==> src/rtl/rpbu_pkg.sv <==
// rgba pixel blend unit package: blend mode codes and channel arithmetic
// no dependencies
package rpbu_pkg;

   localparam int ChWidth   = 8;
   localparam int ModeWidth = 3;

   typedef logic [ChWidth-1:0]   ch_type;
   typedef logic [ModeWidth-1:0] mode_type;

   localparam ch_type ChMax = 8'hFF;
   localparam ch_type ChMin = 8'h00;

   localparam mode_type ModeAlpha    = 3'd0;
   localparam mode_type ModeReplace  = 3'd1;
   localparam mode_type ModeAdd      = 3'd2;
   localparam mode_type ModeSubtract = 3'd3;
   localparam mode_type ModeMultiply = 3'd4;
   localparam mode_type ModeLighten  = 3'd5;
   localparam mode_type ModeDarken   = 3'd6;
   localparam mode_type ModeScreen   = 3'd7;

   localparam mode_type ModeReset = ModeReplace;

   function automatic ch_type mul8(input ch_type a, input ch_type b);
      logic [2*ChWidth-1:0] p;
      begin
         p = {{ChWidth{1'b0}}, a} * {{ChWidth{1'b0}}, b};
         return p[2*ChWidth-1:ChWidth];
      end
   endfunction

   function automatic ch_type add_sat(input ch_type a, input ch_type b);
      logic [ChWidth:0] s;
      begin
         s = {1'b0, a} + {1'b0, b};
         return s[ChWidth] ? ChMax : s[ChWidth-1:0];
      end
   endfunction

   function automatic ch_type sub_clamp(input ch_type a, input ch_type b);
      begin
         return (a > b) ? ch_type'(a - b) : ChMin;
      end
   endfunction

   function automatic ch_type max8(input ch_type a, input ch_type b);
      begin
         return (a > b) ? a : b;
      end
   endfunction

   function automatic ch_type min8(input ch_type a, input ch_type b);
      begin
         return (a < b) ? a : b;
      end
   endfunction

endpackage

==> src/rtl/rgba_pixel_blend_unit_top.sv <==
// rgba pixel blend unit top level: input register, blend logic, result register
// depends on rpbu_pkg
//
// usage:
//   request channel: drive the destination and source pixel on the req_ ports
//   and raise start; a request is taken at each rising edge with start high and
//   busy low. busy is always low, so one pixel can be taken every cycle.
//   result channel: rsp_valid is high for exactly one cycle with the blended
//   pixel on the rsp_ ports. the receiver cannot stall the block.
//   path: an accepted pixel passes one input register stage and then one
//   result register stage on its way to the rsp_ ports.
//   throughput: 1 pixel per cycle, set by the single pass of 8x8 multipliers,
//   one saturating add per channel and the mode select between the registers.
//   csr port: csr_write_enable writes csr_write_data into the blend mode
//   register; write it only while no request is in flight.
//   reset: synchronous, active high; clears the pipeline valid bits and sets
//   the blend mode to replace. requests in flight are dropped.
module rgba_pixel_blend_unit_top (
   input  logic                   clock,
   input  logic                   reset,
   input  logic                   start,
   output logic                   busy,
   input  rpbu_pkg::ch_type       req_dst_red,
   input  rpbu_pkg::ch_type       req_dst_green,
   input  rpbu_pkg::ch_type       req_dst_blue,
   input  rpbu_pkg::ch_type       req_dst_alpha,
   input  rpbu_pkg::ch_type       req_src_red,
   input  rpbu_pkg::ch_type       req_src_green,
   input  rpbu_pkg::ch_type       req_src_blue,
   input  rpbu_pkg::ch_type       req_src_alpha,
   input  logic                   csr_write_enable,
   input  rpbu_pkg::mode_type     csr_write_data,
   output logic                   rsp_valid,
   output rpbu_pkg::ch_type       rsp_out_red,
   output rpbu_pkg::ch_type       rsp_out_green,
   output rpbu_pkg::ch_type       rsp_out_blue,
   output rpbu_pkg::ch_type       rsp_out_alpha
);
   import rpbu_pkg::*;

   mode_type mode_ff, mode_in;
   logic     req_valid_ff;
   ch_type   dst_ff [4];
   ch_type   src_ff [4];
   logic     rsp_valid_ff;
   ch_type   rsp_ff [4];
   ch_type   res_in [4];
   ch_type   sa;
   ch_type   inv_sa;

   assign busy = 1'b0;

   assign mode_in = csr_write_enable ? csr_write_data : mode_ff;

   always_ff @(posedge clock) begin
      if (reset) begin
         mode_ff      <= ModeReset;
         req_valid_ff <= 1'b0;
         rsp_valid_ff <= 1'b0;
      end else begin
         mode_ff      <= mode_in;
         req_valid_ff <= start & ~busy;
         rsp_valid_ff <= req_valid_ff;
      end
   end

   // input register
   always_ff @(posedge clock) begin
      if (start & ~busy) begin
         dst_ff[0] <= req_dst_red;
         dst_ff[1] <= req_dst_green;
         dst_ff[2] <= req_dst_blue;
         dst_ff[3] <= req_dst_alpha;
         src_ff[0] <= req_src_red;
         src_ff[1] <= req_src_green;
         src_ff[2] <= req_src_blue;
         src_ff[3] <= req_src_alpha;
      end
   end

   assign sa     = src_ff[3];
   assign inv_sa = ch_type'(ChMax - sa);

   always_comb begin
      for (int i = 0; i < 3; i++) begin
         case (mode_ff)
            ModeAlpha:
               res_in[i] = add_sat(mul8(dst_ff[i], inv_sa), mul8(src_ff[i], sa));
            ModeReplace:  res_in[i] = mul8(src_ff[i], sa);
            ModeAdd:      res_in[i] = add_sat(dst_ff[i], mul8(src_ff[i], sa));
            ModeSubtract: res_in[i] = sub_clamp(dst_ff[i], mul8(src_ff[i], sa));
            ModeMultiply: res_in[i] = mul8(src_ff[i], dst_ff[i]);
            ModeLighten:  res_in[i] = max8(src_ff[i], dst_ff[i]);
            ModeDarken:   res_in[i] = min8(src_ff[i], dst_ff[i]);
            default:
               res_in[i] = add_sat(mul8(dst_ff[i], ch_type'(ChMax - src_ff[i])),
                                   mul8(src_ff[i], sa));
         endcase
      end
      case (mode_ff)
         ModeAlpha:    res_in[3] = add_sat(mul8(dst_ff[3], inv_sa), sa);
         ModeReplace:  res_in[3] = sa;
         ModeAdd:      res_in[3] = dst_ff[3];
         ModeSubtract: res_in[3] = dst_ff[3];
         ModeMultiply: res_in[3] = mul8(sa, dst_ff[3]);
         ModeLighten:  res_in[3] = max8(sa, dst_ff[3]);
         ModeDarken:   res_in[3] = min8(sa, dst_ff[3]);
         default:      res_in[3] = add_sat(mul8(dst_ff[3], inv_sa), sa);
      endcase
   end

   // result register
   always_ff @(posedge clock) begin
      if (req_valid_ff) begin
         rsp_ff <= res_in;
      end
   end

   assign rsp_valid     = rsp_valid_ff;
   assign rsp_out_red   = rsp_ff[0];
   assign rsp_out_green = rsp_ff[1];
   assign rsp_out_blue  = rsp_ff[2];
   assign rsp_out_alpha = rsp_ff[3];

endmodule

==> config.mk <==
export PLATFORM = sky130hd
export DESIGN_NAME = rgba_pixel_blend_unit_top
export DESIGN_NICKNAME = d
export VERILOG_FILES = /design/src/rtl/rpbu_pkg.sv /design/src/rtl/rgba_pixel_blend_unit_top.sv
export SDC_FILE = /design/constraint.sdc
export NUM_CORES = 2
export LEC_CHECK = 0
export ABC_AREA = 1
export BUFFER_PORTS_ARGS = -buffer_cell sky130_fd_sc_hd__clkbuf_2
export CAP_MARGIN = 20
export CORE_UTILIZATION = 35
export CTS_BUF_LIST = sky130_fd_sc_hd__clkbuf_2 sky130_fd_sc_hd__clkbuf_4 sky130_fd_sc_hd__clkbuf_8
export DETAILED_ROUTE_END_ITERATION = 10
export PLACE_DENSITY = 0.59
export SLEW_MARGIN = 20
export SYNTH_ARGS = -nofsm -noshare
export SYNTH_HDL_FRONTEND = slang
export SYNTH_SLANG_ARGS = --single-unit
==> constraint.sdc <==
create_clock -name clock -period 8.02 [get_ports clock]
set_input_delay 1.604 -clock clock [delete_from_list [all_inputs] [get_ports clock]]
set_output_delay 1.604 -clock clock [all_outputs]
set_load 0.01 [all_outputs]
Yosys cells after proc, flatten, opt, wreduce, memory -nomap -nowiden
Memories as Yosys holds them, arrays and structs flattened.
Index checks and enable logic that the tools add are counted.
{ "classes": {"n_addsub": 17, "n_mul": 14, "order_cmp": 11, "eq_ne": 6, "mux": 27, "reduce_logical": 2} }
{ "ops": {"columns": ["cell", "count"], "rows": [
  ["multiplier 8 x 8 -> 16 bit", 14],
  ["two-way mux 8 bit", 21],
  ["one-hot mux 8 bit (7 select lines)", 3],
  ["adder 8 x 8 -> 9 bit", 10],
  ["greater-than comparator 8 bit", 7],
  ["one-hot mux 8 bit (5 select lines)", 1],
  ["less-than comparator 8 bit", 4],
  ["subtractor 8 bit, first input constant", 4],
  ["subtractor 8 bit", 3],
  ["equality test 3 bit, second input constant", 3],
  ["equality test 3 x 2 -> 1 bit, second input constant", 2],
  ["equality test 3 x 1 -> 1 bit, second input constant", 1],
  ["zero test 3 bit", 1],
  ["two-way mux 1 bit", 2],
  ["OR reduction 2 bit", 1]
]} }
{ "word_totals": {"ff_bits": 37, "ramBits": 64, "input_bits": 71, "out_inout_bits": 34, "wordCells": 86, "mem_count": 2} }
{ "mem_list": {"columns": ["memory", "words", "word_bits", "read_ports", "rd_clocked_by_memory_dff", "wr", "line_no", "text"], "rows": [
  ["dst_ff", 4, 8, 4, 0, 4, "rgba_pixel_blend_unit_top.sv:43", "ch_type dst_ff [4];"],
  ["src_ff", 4, 8, 4, 0, 4, "rgba_pixel_blend_unit_top.sv:44", "ch_type src_ff [4];"]
]} }

Logic depth before layout (Yosys ltp)
An unclocked memory read counts as a cell.
{ "depth": {"ltp_word": 6, "mapped_depth": 39, "ltp_nobuf": 37} }

Least setup slack after synthesis
Ideal clock, no wire load.
{ "synth_path": {"kind": "flip-flop to flip-flop", "start": "memory src_ff[3][2] (netlist bit)", "end": "register rsp_ff (netlist bit rsp_out_green[5]) (data pin)", "arrival_time_ps": 6010, "slack_ps": 1749, "path_stages_with_launch": 35, "period_less_slack_ps": 6271, "cell_sequence": "edfxtp_1 -> clkbuf_1 -> clkbuf_1 -> buf_1 -> nand2_1 -> fa_1 -> fa_1 -> inv_1 -> fa_1 -> fa_1 -> ha_1 -> nand2_1 -> nand2_1 -> nor2_1 -> o21ai_2 -> nand2_1 -> nand2_1 -> inv_1 -> o21ai_0 -> or2_2 -> nand2_1 -> inv_1 -> ha_1 -> clkbuf_1 -> nand2_1 -> inv_1 -> nand3_1 -> o21ai_0 -> xor2_1 -> o21ai_0 -> nand2_1 -> nor2_1 -> nand3_1 -> nor2_1 -> nand3_1"} }
{ "synth_lines": {"columns": ["item", "line_no", "text"], "rows": [
  ["from (decl)", "rgba_pixel_blend_unit_top.sv:44", null],
  ["to (signal assigned)", "rgba_pixel_blend_unit_top.sv:115", "rsp_ff <= res_in;"],
  ["to (decl)", "rgba_pixel_blend_unit_top.sv:46", "ch_type rsp_ff [4];"]
]} }

==> metrics.sh <==
RUN_STATUS='complete, no violations'
CRITICAL_PATH.N_BUFFERS_INVERTERS=5
NUM_IO_PINS=105
SETUP_REPAIR_AFTER_GLOBAL_ROUTING_MISSED_ITS_MARGIN='false'
HOLD_PATH_STARTPOINT='req_valid_ff'
TIMING.FINAL.CRIT_PERIOD_PS=7250
MAXSLEWVIOLCOUNT=0
GLOBAL_ROUTE.OVERFLOW_TOTAL=0
ROUTEDWLPERCELL_UM=17.3
PERIOD_SHARE_PCT=90.3
DRT_ITER0_DRC=2343
CTS_POST_SETUP_BUFFERS_INSERTED=0
POST_SYNTH_INST_COUNT=5430
MAXCAPVIOLCOUNT=0
SLOWEST_DELAY_PS=850
NUMBER_OF_NETS_IN_THE_FINISHED_DESIGN=6670
POSTROUTEWIRELENGTH_UM=120000
WORST_SLEW_MARGIN_REL_PCT=32.2
SYNTH_COMMON_CELLS='sky130_fd_sc_hd__nand2_1, sky130_fd_sc_hd__inv_1, sky130_fd_sc_hd__ha_1, sky130_fd_sc_hd__fa_1, sky130_fd_sc_hd__nor2_1'
PLACE_WORST_SETUP_SLACK_PS=775
SKEW_PS=31.2
SYNTH_EDF_COUNT=96
LAYOUT_OVERHEAD_ON_THE_SYNTHESIZED_AREA_PCT=6.62
FLOORPLAN.CORE_AREA_UM2=111000
CRIT_PATH_TOP_DELAY_CELL='sky130_fd_sc_hd__edfxtp_1'
CRITPATHMOSTFREQUENTCELL='sky130_fd_sc_hd__nand2_1'
NUMBER_OF_NETS_IN_THE_SYNTHESIZED_NETLIST=6647
DRT_PASS1_ITERATIONS=7
GRT_FIRST_PASS_WIRELENGTH_UM=191000
CTS-BUFFERS-INSERTED=9
SYNTH_FF_TYPE='sky130_fd_sc_hd__edfxtp_1'
CTS_REPAIR_RESIZE_COUNT=0
REMAINING_DESIGN_RULE_VIOLATION_COUNT=0
GRT_ANTENNA_BEFORE_REPAIR=4
HOLDPATHEND='rsp_out_alpha[1]'
WORSTREG2REGEND='rsp_out_blue[2]'
NETLIST_AREA_UM2=39200
CRITPATHLAUNCHTYPE='flip-flop'
YOSYS.AREA.TOP_TYPE='sky130_fd_sc_hd__fa_1'
DESIGN.DIE.AREA_UM2=113000
DOMINANT_CELL_BY_COUNT_IN_THE_SYNTHESIZED_NETLIST='sky130_fd_sc_hd__nand2_1'
CRITICAL_PATH.TOP_DELAY_FAMILY='adder cells'
GP_CONGESTION=0.963
POSTSYNTHREGISTERBITS=101
MAX_FREQ_GHz=0.138
FIN_HOLD_WS_PS=608
CLKLATENCYLATEPIN_PS=570
CTS_MAX_LEVEL=3
FINAL.SETUP.TNS_PS=0
ASYNCSETRESETFLOPFRACSYNTH_PCT=0
TIMING.FINAL.WS_SETUP_PS=774
CLOCK_PATH_BUFFERS=2
CLOCK_SINK_COUNT=101
R2R.WORST_PATH.CELLS=26
SYNTH_CELL_TYPES=61
TOTAL_COUNT_OF_HOLD_CHECK_FAILURES_IN_THE_FINAL_REPORT=0
WORSTPATHARRIVAL_PS=7590
CP-END-KIND='flip-flop'
RATIO_OF_CELLS_WITH_DRIVE_ABOVE_1_IN_THE_FINAL_LAYOUT_PCT=5.68
GRT_MAX_DEGREE=47
VIA_COUNT=34100
TIMING.FINAL.SETUP_VIOLATIONS=0
SYNTH_TOP_CELL_AREA_SHARE_PCT=25.7
DIE_HEIGHT_UM=337
POST_SYNTH_MAIN_AREA_CONTRIBUTORS='sky130_fd_sc_hd__fa_1, sky130_fd_sc_hd__ha_1, sky130_fd_sc_hd__nand2_1'
STD_CELL_ROWS=122
START_UTIL_PCT=35.4
HOLD_PATH_CLASS='flip-flop to flip-flop'
DRTANTENNAVIOLNETS=0
MAX_SLEW.WORST_PIN.SLEW_PS=1020
AVGVIACOUNTPERCELL=4.91
DATA_REQUIRED_TIME_AT_THE_WORST_ENDPOINT_PS=8370
INSTANCE_COUNT_ALONG_THE_MOST_CRITICAL_HOLD_PATH=0
REGISTER_TO_REGISTER_PATH_SETUP_SLACK_PS=770
SYNTH-SEQ-AREA-SHARE_PCT=7.61
SYNTHESIS.YOSYS.WARNINGS=0
CLOCK_TREE_FROM_TRITONCTS='done'
DP_HPWL_UM=96000
GRT.TOTAL_USAGE_PCT=21.8
LAYOUT.FILLER_CELLS=11800
PORT_BUFFERS=103
CRITICAL_PATH.MAX_FANOUT=13
CTS_ROOT_BUFFER='sky130_fd_sc_hd__clkbuf_8'
NUMBER_OF_GLOBAL_ROUTE_VIAS_BEFORE_REPAIR=33900
CRITICAL_PATH.REG2REG.STARTPOINT='src_ff[3][4]'
DIE_W_UM=337
SETUP.WORST_PATH.CLASS='flip-flop to flip-flop'
CTS.HOLD.BUFFERS_ADDED=0
CLK_PIN_SLEW_WORST_PATHS_PS=130
SYN-MEAN-INSTANCE-AREA_UM2=7.22
cells by family (layout without fill, tap and decap cells):
logic type | count (synthesis) | after routing | share of synthesized area [%]
compound gates | 531 | 531 | 7.60
xor+xnor | 118 | 118 | 2.64
fa+ha+maj | 1146 | 1146 | 46.2
buf+inv | 1472 | 1500 | 14.2
flops | 101 | 101 | 7.61
other cells | 1 | 2 | 0.00957
simple gates | 2061 | 2061 | 21.7
routing by layer:
layer	wire, um	share of wire [%]	up-vias	GRT usage (%)
li1	-	-	16600	-
met1	53500	45	16500	28.8
met2	57300	48	846	37.1
met3	6230	5.2	119	2.34
met4	3010	2.5	4	6.58
met5	15	0.012	-	0
layout by cell type, fill, tap and decap left out, types with 3 or more instances in the layout:
cell type,netlist,routed
sky130_fd_sc_hd__o211ai_1,11,11
sky130_fd_sc_hd__a21oi_1,259,259
sky130_fd_sc_hd__fa_1,503,503
sky130_fd_sc_hd__nor2_1,418,418
sky130_fd_sc_hd__clkinv_1,11,12
sky130_fd_sc_hd__inv_1,1247,1247
sky130_fd_sc_hd__nand2_2,22,22
sky130_fd_sc_hd__clkbuf_8,0,9
sky130_fd_sc_hd__nand3_2,5,5
sky130_fd_sc_hd__nand3_1,222,222
sky130_fd_sc_hd__a21oi_2,5,5
sky130_fd_sc_hd__nor4_1,9,9
sky130_fd_sc_hd__o2111ai_1,5,5
sky130_fd_sc_hd__edfxtp_1,96,96
sky130_fd_sc_hd__xor2_1,74,74
sky130_fd_sc_hd__nand3b_1,31,31
sky130_fd_sc_hd__buf_4,4,98
sky130_fd_sc_hd__a221oi_1,3,3
sky130_fd_sc_hd__dfxtp_1,5,4
sky130_fd_sc_hd__nor3_2,4,3
sky130_fd_sc_hd__nand2_1,1259,1259
sky130_fd_sc_hd__a31oi_1,11,11
sky130_fd_sc_hd__a21o_1,19,19
sky130_fd_sc_hd__nor3_1,19,17
sky130_fd_sc_hd__o21ai_0,126,126
sky130_fd_sc_hd__xnor2_1,44,44
sky130_fd_sc_hd__o221ai_1,6,6
sky130_fd_sc_hd__clkinv_2,0,3
sky130_fd_sc_hd__clkbuf_2,0,102
sky130_fd_sc_hd__o21ai_1,43,43
sky130_fd_sc_hd__or2_2,7,7
sky130_fd_sc_hd__o31ai_1,5,5
sky130_fd_sc_hd__nand4_1,46,46
sky130_fd_sc_hd__a211oi_1,9,9
sky130_fd_sc_hd__inv_2,24,24
sky130_fd_sc_hd__o21bai_1,9,9
sky130_fd_sc_hd__and3_1,4,4
sky130_fd_sc_hd__ha_1,643,643
sky130_fd_sc_hd__o21ai_2,5,5
sky130_fd_sc_hd__nor3_4,2,5
final cells by class:
cell class              count  area [um^2]  share of cell area, %
inverters                1282         4810                   11.5
flip-flops and latches    101         2980                   7.14
well taps                1488         1860                   4.45
clock inverters             7         42.5                  0.102
repair buffers            202         1290                   3.08
clock buffers               9          124                  0.296
diodes                      1         2.50                0.00599
multi-input cells        3857        30700                   73.4
how the worst max path moves through the flow:
stage                 startpoint               end  slack, ps  depth (start not counted)
floorplan           src_ff[3][2]  rsp_out_green[5]       1750                         34
global placement    src_ff[3][4]   rsp_out_blue[2]        700                         26
detailed placement  src_ff[3][4]   rsp_out_blue[2]        780                         26
CTS                 src_ff[3][4]   rsp_out_blue[2]        760                         26
global route        src_ff[3][6]   rsp_out_blue[2]        270                         26
finish              src_ff[3][4]   rsp_out_blue[2]        770                         26
registers in the layout, summed over array words and instances (netlist names):
register       count
rsp_out_red        8
rsp_valid          1
src_ff            32
rsp_out_green      8
rsp_out_blue       8
rsp_out_alpha      8
dst_ff            32
mode_ff            3
req_valid_ff       1
per-stage QoR:
stage,area [um^2],util [%],cells
after floorplan,39200,-,5430
after global placement,41600,37.6,6930
after detailed placement,41600,37.6,6930
after CTS,41800,37.7,6946
after global routing,41800,37.7,6947
final,41800,37.7,6947
Power is left out: the tool's default activity adds up to more than one toggle a clock period on the data nets, which glitch-free logic cannot reach.
